--- src/hdl/aas_pkg.sv ---
// ----------------------------------------------------------------------------
// aas_pkg
// Shared widths, field offsets and item codes of the attractor acceleration
// block.
// ----------------------------------------------------------------------------
package aas_pkg;

  // Attractor store
  localparam int unsigned MAX_ATTR  = 8;
  localparam int unsigned IDX_W     = (MAX_ATTR > 1) ? $clog2(MAX_ATTR) : 1;

  // Fixed point
  localparam int unsigned FRAC_BITS = 16;
  localparam int unsigned Q_W       = 32;
  localparam int unsigned PROD_W    = 2 * Q_W;
  localparam int unsigned TERM_W    = PROD_W - FRAC_BITS;
  localparam int unsigned SUM_W     = TERM_W + 2;
  localparam int unsigned NUM_W     = Q_W + 2 * FRAC_BITS;
  localparam int unsigned DIV_CNT_W = $clog2(NUM_W);

  // Field widths
  localparam int unsigned SLOT_W    = 3;
  localparam int unsigned CNT_W     = 4;
  localparam int unsigned AXES      = 3;

  // Input tdata layout: slot, x, y, z, strength, acc_x, acc_y, acc_z
  localparam int unsigned SLOT_LSB  = 0;
  localparam int unsigned X_LSB     = SLOT_LSB + SLOT_W;
  localparam int unsigned Y_LSB     = X_LSB + Q_W;
  localparam int unsigned Z_LSB     = Y_LSB + Q_W;
  localparam int unsigned STR_LSB   = Z_LSB + Q_W;
  localparam int unsigned AX_LSB    = STR_LSB + Q_W;
  localparam int unsigned AY_LSB    = AX_LSB + Q_W;
  localparam int unsigned AZ_LSB    = AY_LSB + Q_W;
  localparam int unsigned S_FIELD_W = AZ_LSB + Q_W;
  localparam int unsigned S_TDATA_W = ((S_FIELD_W + 7) / 8) * 8;

  // Output tdata layout: new_acc_x, new_acc_y, new_acc_z
  localparam int unsigned M_TDATA_W = AXES * Q_W;

  // Item kind carried in s_axis_tuser
  localparam logic OP_LOAD   = 1'b0;
  localparam logic OP_UPDATE = 1'b1;

  typedef logic signed [Q_W-1:0] q_t;

endpackage

--- src/hdl/attractor_acceleration_sum_top.sv ---
// A load item writes its slot of the attractor store when the slot is in range and leaves the
//   block idle; an update item runs the steps below for each active attractor, then loads the output register.
// Active attractors: the configured count clamped to the slot capacity. Per attractor: offset,
//   square, check, divide, scale, multiply/accumulate; a coincident one stops after the check.
// Throughput: one item in flight; a finished result waits in the output register
//   while the next item is taken. Reset: async, active low; clears control and count.
// ----------------------------------------------------------------------------
// attractor_acceleration_sum_top
// Point-attractor acceleration for a particle stream, Q16.16 with saturation,
// computed by a sequencer around one multiplier and one divider step.
// ----------------------------------------------------------------------------
module attractor_acceleration_sum_top
  import aas_pkg::*;
(
  input  logic                 clk_i,
  input  logic                 rst_ni,
  // configuration: attractor_count
  input  logic                 cfg_valid_i,
  output logic                 cfg_ready_o,
  input  logic [CNT_W-1:0]     cfg_data_i,
  // input stream
  input  logic                 s_axis_tvalid,
  output logic                 s_axis_tready,
  input  logic [S_TDATA_W-1:0] s_axis_tdata,  // slot, x, y, z, strength, acc_x, acc_y, acc_z
  input  logic                 s_axis_tuser,  // op
  input  logic                 s_axis_tlast,  // last_particle
  // output stream
  output logic                 m_axis_tvalid,
  input  logic                 m_axis_tready,
  output logic [M_TDATA_W-1:0] m_axis_tdata,  // new_acc_x, new_acc_y, new_acc_z
  output logic                 m_axis_tuser,  // zero_distance
  output logic                 m_axis_tlast   // frame_end
);

  localparam logic [3:0] ST_IDLE  = 4'd0;
  localparam logic [3:0] ST_OFF   = 4'd1;
  localparam logic [3:0] ST_SQ    = 4'd2;
  localparam logic [3:0] ST_SQA   = 4'd3;
  localparam logic [3:0] ST_DCHK  = 4'd4;
  localparam logic [3:0] ST_DIV   = 4'd5;
  localparam logic [3:0] ST_SCALE = 4'd6;
  localparam logic [3:0] ST_TMUL  = 4'd7;
  localparam logic [3:0] ST_TADD  = 4'd8;
  localparam logic [3:0] ST_DONE  = 4'd9;

  localparam logic [1:0] AXIS_LAST = 2'(AXES - 1);

  // control
  logic [3:0]           state_q, state_d;
  logic [1:0]           axis_q, axis_d;
  logic [IDX_W:0]       idx_q, idx_d;
  logic [DIV_CNT_W-1:0] step_q, step_d;
  logic [CNT_W-1:0]     count_q;
  logic                 out_valid_q, out_valid_d;

  // payload
  q_t                   pos_q [AXES];
  q_t                   acc_q [AXES];
  logic [Q_W-1:0]       off_mag_q [AXES];
  logic                 off_neg_q [AXES];
  logic                 zero_q, last_q;
  logic [PROD_W-1:0]    prod_q, d2_q, rem_q;
  logic [NUM_W-1:0]     num_q;
  logic [Q_W-1:0]       quo_q, s_mag_q;
  logic                 quo_sat_q, s_neg_q;
  q_t                   out_acc_q [AXES];
  logic                 out_zero_q, out_last_q;

  // attractor store
  q_t                   attr_pos_q [MAX_ATTR][AXES];
  q_t                   attr_str_q [MAX_ATTR];

  logic                 in_xfer, out_xfer, out_load;
  logic [IDX_W:0]       count_eff;
  logic [IDX_W-1:0]     rd_idx, wr_idx;

  logic signed [Q_W:0]  diff;
  q_t                   off_sat;
  logic [Q_W-1:0]       str_mag;
  logic [Q_W-1:0]       mul_a, mul_b;
  logic [PROD_W:0]      rem_shift;
  logic                 rem_ge;
  logic [TERM_W-1:0]    term;
  logic signed [SUM_W-1:0] acc_ext, term_ext, sum;
  q_t                   acc_new;

  assign cfg_ready_o   = 1'b1;
  assign s_axis_tready = (state_q == ST_IDLE);
  assign in_xfer       = s_axis_tvalid & s_axis_tready;
  assign out_xfer      = out_valid_q & m_axis_tready;
  assign out_load      = (state_q == ST_DONE) & (~out_valid_q | m_axis_tready);

  assign count_eff = (32'(count_q) > MAX_ATTR) ? (IDX_W + 1)'(MAX_ATTR)
                                               : (IDX_W + 1)'(count_q);
  assign rd_idx    = idx_q[IDX_W-1:0];
  assign wr_idx    = IDX_W'(s_axis_tdata[SLOT_LSB +: SLOT_W]);

  // Offset of the current axis, saturated to 32 bits
  always_comb begin
    diff = {attr_pos_q[rd_idx][axis_q][Q_W-1], attr_pos_q[rd_idx][axis_q]}
         - {pos_q[axis_q][Q_W-1], pos_q[axis_q]};
    if (diff[Q_W] != diff[Q_W-1]) begin
      off_sat = diff[Q_W] ? {1'b1, {(Q_W-1){1'b0}}} : {1'b0, {(Q_W-1){1'b1}}};
    end else begin
      off_sat = diff[Q_W-1:0];
    end
  end

  assign str_mag = attr_str_q[rd_idx][Q_W-1] ? Q_W'(-attr_str_q[rd_idx])
                                             : Q_W'(attr_str_q[rd_idx]);

  // Shared multiplier operands
  always_comb begin
    mul_a = off_mag_q[axis_q];
    mul_b = (state_q == ST_TMUL) ? s_mag_q : off_mag_q[axis_q];
  end

  // Restoring divider step
  assign rem_shift = {rem_q, num_q[NUM_W-1]};
  assign rem_ge    = (rem_shift >= {1'b0, d2_q});

  // Accumulate one term with saturation
  always_comb begin
    term     = prod_q[PROD_W-1:FRAC_BITS];
    acc_ext  = SUM_W'(acc_q[axis_q]);
    term_ext = $signed({2'b00, term});
    sum      = (off_neg_q[axis_q] ^ s_neg_q) ? (acc_ext - term_ext)
                                             : (acc_ext + term_ext);
    if ((&sum[SUM_W-1:Q_W-1]) || ~(|sum[SUM_W-1:Q_W-1])) begin
      acc_new = sum[Q_W-1:0];
    end else begin
      acc_new = sum[SUM_W-1] ? {1'b1, {(Q_W-1){1'b0}}} : {1'b0, {(Q_W-1){1'b1}}};
    end
  end

  // Sequencer
  always_comb begin
    state_d     = state_q;
    axis_d      = axis_q;
    idx_d       = idx_q;
    step_d      = step_q;
    out_valid_d = out_valid_q;
    if (out_xfer) begin
      out_valid_d = 1'b0;
    end
    case (state_q)
      ST_IDLE: begin
        if (in_xfer && s_axis_tuser == OP_UPDATE) begin
          idx_d   = '0;
          axis_d  = '0;
          state_d = (count_eff == '0) ? ST_DONE : ST_OFF;
        end
      end
      ST_OFF: begin
        if (axis_q == AXIS_LAST) begin
          axis_d  = '0;
          state_d = ST_SQ;
        end else begin
          axis_d = axis_q + 2'd1;
        end
      end
      ST_SQ: begin
        state_d = ST_SQA;
      end
      ST_SQA: begin
        if (axis_q == AXIS_LAST) begin
          axis_d  = '0;
          state_d = ST_DCHK;
        end else begin
          axis_d  = axis_q + 2'd1;
          state_d = ST_SQ;
        end
      end
      ST_DCHK: begin
        if (d2_q == '0) begin
          // coincident attractor: skip it
          idx_d   = idx_q + 1'b1;
          state_d = (idx_q + 1'b1 == count_eff) ? ST_DONE : ST_OFF;
        end else begin
          step_d  = '0;
          state_d = ST_DIV;
        end
      end
      ST_DIV: begin
        step_d = step_q + 1'b1;
        if (step_q == DIV_CNT_W'(NUM_W - 1)) begin
          state_d = ST_SCALE;
        end
      end
      ST_SCALE: begin
        state_d = ST_TMUL;
      end
      ST_TMUL: begin
        state_d = ST_TADD;
      end
      ST_TADD: begin
        if (axis_q == AXIS_LAST) begin
          axis_d  = '0;
          idx_d   = idx_q + 1'b1;
          state_d = (idx_q + 1'b1 == count_eff) ? ST_DONE : ST_OFF;
        end else begin
          axis_d  = axis_q + 2'd1;
          state_d = ST_TMUL;
        end
      end
      ST_DONE: begin
        if (out_load) begin
          out_valid_d = 1'b1;
          state_d     = ST_IDLE;
        end
      end
      default: begin
        state_d = ST_IDLE;
      end
    endcase
  end

  always_ff @(posedge clk_i or negedge rst_ni) begin
    if (!rst_ni) begin
      state_q     <= ST_IDLE;
      axis_q      <= '0;
      idx_q       <= '0;
      step_q      <= '0;
      count_q     <= '0;
      out_valid_q <= 1'b0;
    end else begin
      state_q     <= state_d;
      axis_q      <= axis_d;
      idx_q       <= idx_d;
      step_q      <= step_d;
      out_valid_q <= out_valid_d;
      if (cfg_valid_i && cfg_ready_o) begin
        count_q <= cfg_data_i;
      end
    end
  end

  // Attractor store: written by load items
  always_ff @(posedge clk_i) begin
    if (in_xfer && s_axis_tuser == OP_LOAD &&
        32'(s_axis_tdata[SLOT_LSB +: SLOT_W]) < MAX_ATTR) begin
      attr_pos_q[wr_idx][0] <= s_axis_tdata[X_LSB +: Q_W];
      attr_pos_q[wr_idx][1] <= s_axis_tdata[Y_LSB +: Q_W];
      attr_pos_q[wr_idx][2] <= s_axis_tdata[Z_LSB +: Q_W];
      attr_str_q[wr_idx]    <= s_axis_tdata[STR_LSB +: Q_W];
    end
  end

  // Datapath
  always_ff @(posedge clk_i) begin
    prod_q <= mul_a * mul_b;
    case (state_q)
      ST_IDLE: begin
        if (in_xfer) begin
          pos_q[0] <= s_axis_tdata[X_LSB +: Q_W];
          pos_q[1] <= s_axis_tdata[Y_LSB +: Q_W];
          pos_q[2] <= s_axis_tdata[Z_LSB +: Q_W];
          acc_q[0] <= s_axis_tdata[AX_LSB +: Q_W];
          acc_q[1] <= s_axis_tdata[AY_LSB +: Q_W];
          acc_q[2] <= s_axis_tdata[AZ_LSB +: Q_W];
          last_q   <= s_axis_tlast;
          zero_q   <= 1'b0;
        end
      end
      ST_OFF: begin
        off_mag_q[axis_q] <= off_sat[Q_W-1] ? Q_W'(-off_sat) : Q_W'(off_sat);
        off_neg_q[axis_q] <= off_sat[Q_W-1];
        if (axis_q == '0) begin
          d2_q <= '0;
        end
      end
      ST_SQA: begin
        d2_q <= d2_q + prod_q;
      end
      ST_DCHK: begin
        if (d2_q == '0) begin
          zero_q <= 1'b1;
        end
        num_q     <= NUM_W'(str_mag) << (2 * FRAC_BITS);
        rem_q     <= '0;
        quo_q     <= '0;
        quo_sat_q <= 1'b0;
        s_neg_q   <= attr_str_q[rd_idx][Q_W-1];
      end
      ST_DIV: begin
        num_q     <= num_q << 1;
        rem_q     <= rem_ge ? PROD_W'(rem_shift - {1'b0, d2_q}) : PROD_W'(rem_shift);
        quo_q     <= {quo_q[Q_W-2:0], rem_ge};
        quo_sat_q <= quo_sat_q | quo_q[Q_W-1];
      end
      ST_SCALE: begin
        // quotient at or above 2^31 clips to the signed range
        if (quo_sat_q || quo_q[Q_W-1]) begin
          s_mag_q <= s_neg_q ? {1'b1, {(Q_W-1){1'b0}}} : {1'b0, {(Q_W-1){1'b1}}};
        end else begin
          s_mag_q <= quo_q;
        end
      end
      ST_TADD: begin
        acc_q[axis_q] <= acc_new;
      end
      default: begin
      end
    endcase
    if (out_load) begin
      out_acc_q[0] <= acc_q[0];
      out_acc_q[1] <= acc_q[1];
      out_acc_q[2] <= acc_q[2];
      out_zero_q   <= zero_q;
      out_last_q   <= last_q;
    end
  end

  assign m_axis_tvalid = out_valid_q;
  assign m_axis_tdata  = {out_acc_q[2], out_acc_q[1], out_acc_q[0]};
  assign m_axis_tuser  = out_zero_q;
  assign m_axis_tlast  = out_last_q;

endmodule

--- config.mk ---
export PLATFORM = sky130hd
export DESIGN_NAME = attractor_acceleration_sum_top
export DESIGN_NICKNAME = d
export VERILOG_FILES = /design/src/hdl/aas_pkg.sv /design/src/hdl/attractor_acceleration_sum_top.sv
export SDC_FILE = /design/constraint.sdc
export NUM_CORES = 2
export LEC_CHECK = 0
export ABC_AREA = 1
export ABC_CLOCK_PERIOD_IN_PS = 48800
export BUFFER_PORTS_ARGS = -buffer_cell sky130_fd_sc_hd__buf_4
export CORE_MARGIN = 2
export CORE_UTILIZATION = 51
export CTS_BUF_LIST = sky130_fd_sc_hd__clkbuf_2 sky130_fd_sc_hd__clkbuf_4 sky130_fd_sc_hd__clkbuf_8
export DETAILED_ROUTE_END_ITERATION = 10
export PLACE_DENSITY = 0.64
export SYNTH_ARGS = -nofsm -noshare
export SYNTH_HDL_FRONTEND = slang
export SYNTH_SLANG_ARGS = --single-unit
--- constraint.sdc ---
create_clock -name clk_i -period 48.8 [get_ports clk_i]
set_input_delay 2.44 -clock clk_i [delete_from_list [all_inputs] [get_ports clk_i]]
set_output_delay 2.44 -clock clk_i [all_outputs]
set_load 0.02 [all_outputs]
==> impl_summary.log <==
INFO  metric run_status = complete, no violations
INFO  metric crit_path_end_kind = flip-flop
INFO  metric ports_placed_on_the_boundary = 344
INFO  metric design.final.nets = 14300
INFO  metric cts_root_buf = clkbuf_8
INFO  metric floorplan.die_area = 236000 µm²
INFO  metric clk_buf_depth = 4
INFO  metric grt_max_degree = 187
INFO  metric ctsHoldBuffers = 0
INFO  metric layout_min_cycle_time = 11.45 ns
INFO  metric finish.cell_count_without_fillers = approximately 16000
INFO  metric synth-compound-area-share = 0.104
INFO  metric worstSetupPathType = flip-flop to flip-flop
INFO  metric period_share = 0.235
INFO  metric initial_utilization = 0.513
INFO  metric critPathMostFrequentCell = fa_1
INFO  metric async_reset_ff_frac = 0.0119
INFO  metric first_pass_grt_wire_length = 577000 µm
INFO  metric synth.yosys.seq_area_share = 0.440
INFO  metric most-common-layout-cells = nand2_1, nor2_1, inv_1
INFO  metric worst-endpoint-arrival = about 12 ns
INFO  metric clock_sink_count = 1758
INFO  metric via_count = just over 90000
INFO  metric clock_insertion_delay_worst_skew = around 1.1 ns
INFO  metric clk_slew_on_worst_s_h_paths = approximately 0.060 ns
INFO  metric rows = approximately 180
INFO  metric synthesis.area = 118000 µm²
INFO  metric layout_commonest_cell = nand2_1
INFO  metric cts.htree.levels = 5
INFO  metric post-route-cell-area = 130000 µm²
INFO  metric synth_top_family_by_area = adder cells
INFO  metric core_region_area = 230000 µm²
INFO  metric nFillCells = 20400
INFO  metric fp.dieH = 485 µm
INFO  metric placement.cell_area = 124000 µm²
INFO  metric syn_inst = 12300
INFO  metric critPathMaxFanout = 37
INFO  metric drv.max_cap_violation_count = 0
INFO  metric hp-class = flip-flop to flip-flop
INFO  metric post_synth_fa_ha_maj_area_fraction = 0.203
INFO  metric relSlewSlack = 0.213
INFO  metric post_drt_wl_per_cell = 24.3 µm
INFO  metric cts_setup_buffers = 0
INFO  metric tritoncts = done
INFO  metric p_leak = between 50 and 60 nW
INFO  metric number_of_resized_instances_in_the_post_cts_repair_step = 0
INFO  metric io_buffers = 337
INFO  metric final-hold-violation-count = 0
INFO  metric place.gp.congestion = 1.00
INFO  metric grt_setup_unrepaired = no
INFO  metric post-place-cells = 15400
INFO  metric worstMarginPinSlew = 1.18 ns
INFO  metric ys_ff_latch = ~1800
INFO  metric numCtsBuffers = 313
INFO  metric syn_avg_cell_area = 9.58 µm²
INFO  metric maxClockFrequency = 87.4 MHz
INFO  metric most_frequently_used_flop_master_after_synthesis = edfxtp_1
INFO  metric crit_path_max_incr_delay = about 1 ns
INFO  metric clock_skew = 0.157 ns
INFO  metric synth_warnings = 0
INFO  metric route.detailed.drc = 0
INFO  metric setup-violations-final = 0
INFO  metric cp_data_required_time = ~50 ns
INFO  metric drt_pass1_iterations = 8
INFO  metric grt_use_total = 0.326
INFO  metric route.detailed.vias_per_inst = 5.78
INFO  metric drtAntennaViolNets = 0
INFO  metric antenna_found_initial = 45
INFO  metric start_kind = flip-flop
INFO  metric edff_count_synth = 1673
INFO  metric maxSlewViolCount = 0
INFO  metric drt-total-wl = roughly 390000 µm
INFO  metric final_layout_size_suffix_gt1_frac = 0.0932
INFO  metric die_width = slightly below 500 µm
INFO  metric setup_total_negative_slack = 0 ns
INFO  metric register_area = ~52000 µm²
INFO  metric critical-path-slowest-cell = clkinv_1
INFO  metric pwr_density_cell = 23.2 nW/µm²
INFO  metric detailed_place_hpwl = between 200000 and 300000 µm
INFO  metric number_of_global_route_vias_before_repair = 92200
INFO  metric ir_worst_vdd = 0.0331 mV
INFO  metric synth_xor_xnor_area_share = 0.0182
INFO  metric layout.core_utilization = 0.565
INFO  metric synth_simple_gate_area_share = 0.157
INFO  metric total_area_of_multi_input_combinational_cells = 57600 µm²
INFO  metric area_growth_syn_to_layout = 10.1%
INFO  metric synth.net_count = 14000
INFO  metric grt_overflow_total = 0
INFO  metric synthDistinctLibCells = 68
INFO  metric muxShareOfSynthArea = 0.000402
INFO  metric p_total = 3.02 mW
INFO  metric drt_iter0_markers = 8942
-- cells in the mapped netlist, types with 48 or more instances --
| library cell | count | area [µm²] |
|---|---|---|
| nor3_1 | 65 | 325 |
| nand2_1 | 2074 | 7780 |
| xor2_1 | 165 | 1450 |
| nand2_4 | 62 | 698 |
| nand4_1 | 61 | 382 |
| edfxtp_1 | 1673 | 50200 |
| fa_1 | 900 | 18000 |
| clkbuf_1 | 365 | 1370 |
| a22oi_1 | 51 | 383 |
| o21ai_1 | 63 | 315 |
| o21a_1 | 48 | 360 |
| o22ai_1 | 107 | 669 |
| ha_1 | 478 | 5980 |
| dfxtp_1 | 64 | 1280 |
| nand3_1 | 299 | 1500 |
| o211ai_1 | 98 | 736 |
| buf_2 | 102 | 510 |
| nor2_1 | 1792 | 6730 |
| o21ai_0 | 849 | 4250 |
| a31oi_1 | 86 | 538 |
| a21oi_1 | 523 | 2620 |
| inv_1 | 1776 | 6670 |
| xnor2_1 | 80 | 701 |
| o221ai_1 | 128 | 1120 |
-- routing by layer --
metal / wire (µm) / track usage / vias to the layer above
li1: - / - / 41400
met1: 156000 / 0.439 / 45600
met2: 176000 / 0.512 / 4162
met3: 35700 / 0.0643 / 810
met4: 18500 / 0.148 / 24
met5: 165 / 0 / -
-- final timing paths --
path,start,end,slack (ns),depth (start not counted)
max,axis_q[1]$_DFFE_PN0P_,prod_q[54]$_DFF_P_,37.35,29
min,acc_q[1][4]$_DFFE_PP_,out_acc_q[0][36]$_DFFE_PP_,0.36,0
max reg2reg,axis_q[1]$_DFFE_PN0P_,prod_q[54]$_DFF_P_,37.35,29
min reg2reg,acc_q[1][4]$_DFFE_PP_,out_acc_q[0][36]$_DFFE_PP_,0.36,0
max in group asynchronous,rst_ni,axis_q[1]$_DFFE_PN0P_,47.11,1
min in group asynchronous,rst_ni,step_q[2]$_DFFE_PN0P_,1.29,1
-- where the power goes --
group / internal, mW / switching, mW / total (mW)
clock: 0.740 / 0.603 / 1.34
sequential: 1.64 / 0.000665 / 1.64
combinational: 0.0146 / 0.0182 / 0.0329
total: 2.40 / 0.622 / 3.02
-- worst max-delay path: cells and delay by family (launching register included) --
family          cells  cell delay [ns]
xor+xnor            1             0.54
flops               1             0.68
simple gates        9             1.94
compound gates      4             1.27
buf+inv             6             2.53
fa+ha+maj           9             4.33
-- through the flow --
stage	hold WS, ns	setup slack [ns]
after floorplan	0.400	31.82
after global placement	0.429	37.43
after detailed placement	0.416	37.32
after CTS	0.333	37.42
after global routing	0.346	36.94
final	0.362	37.35
-- registers in the layout, summed over array words and instances (netlist names), 64 cells and up --
| register | flops |
|---|---|
| d2_q | 64 |
| off_mag_q | 96 |
| rem_q | 64 |
| prod_q | 64 |
| attr_str_q | 256 |
| acc_q | 128 |
| out_acc_q | 96 |
| attr_pos_q | 768 |
| pos_q | 96 |
-- layout make-up --
cell class | count | area share
clock inverter | 94 | 0.00509
inverter | 1825 | 0.0528
timing repair buffer | 493 | 0.0291
tap | 3026 | 0.0291
sequential | 1758 | 0.400
clock buffer | 431 | 0.0407
multi-input combinational | 8254 | 0.443
antenna | 29 | 0.000558
-- cell families after synthesis --
logic type / count (synthesis)
other: 1
adder cells (fa/ha/maj): 1378
multiplexers: 4
buffers and inverters: 2334
AO/OA/AOI/OAI: 2112
AND/OR/NAND/NOR: 4514
XOR/XNOR: 245
flip-flops: 1758
No activity file was read; power rests on OpenSTA's default activity.
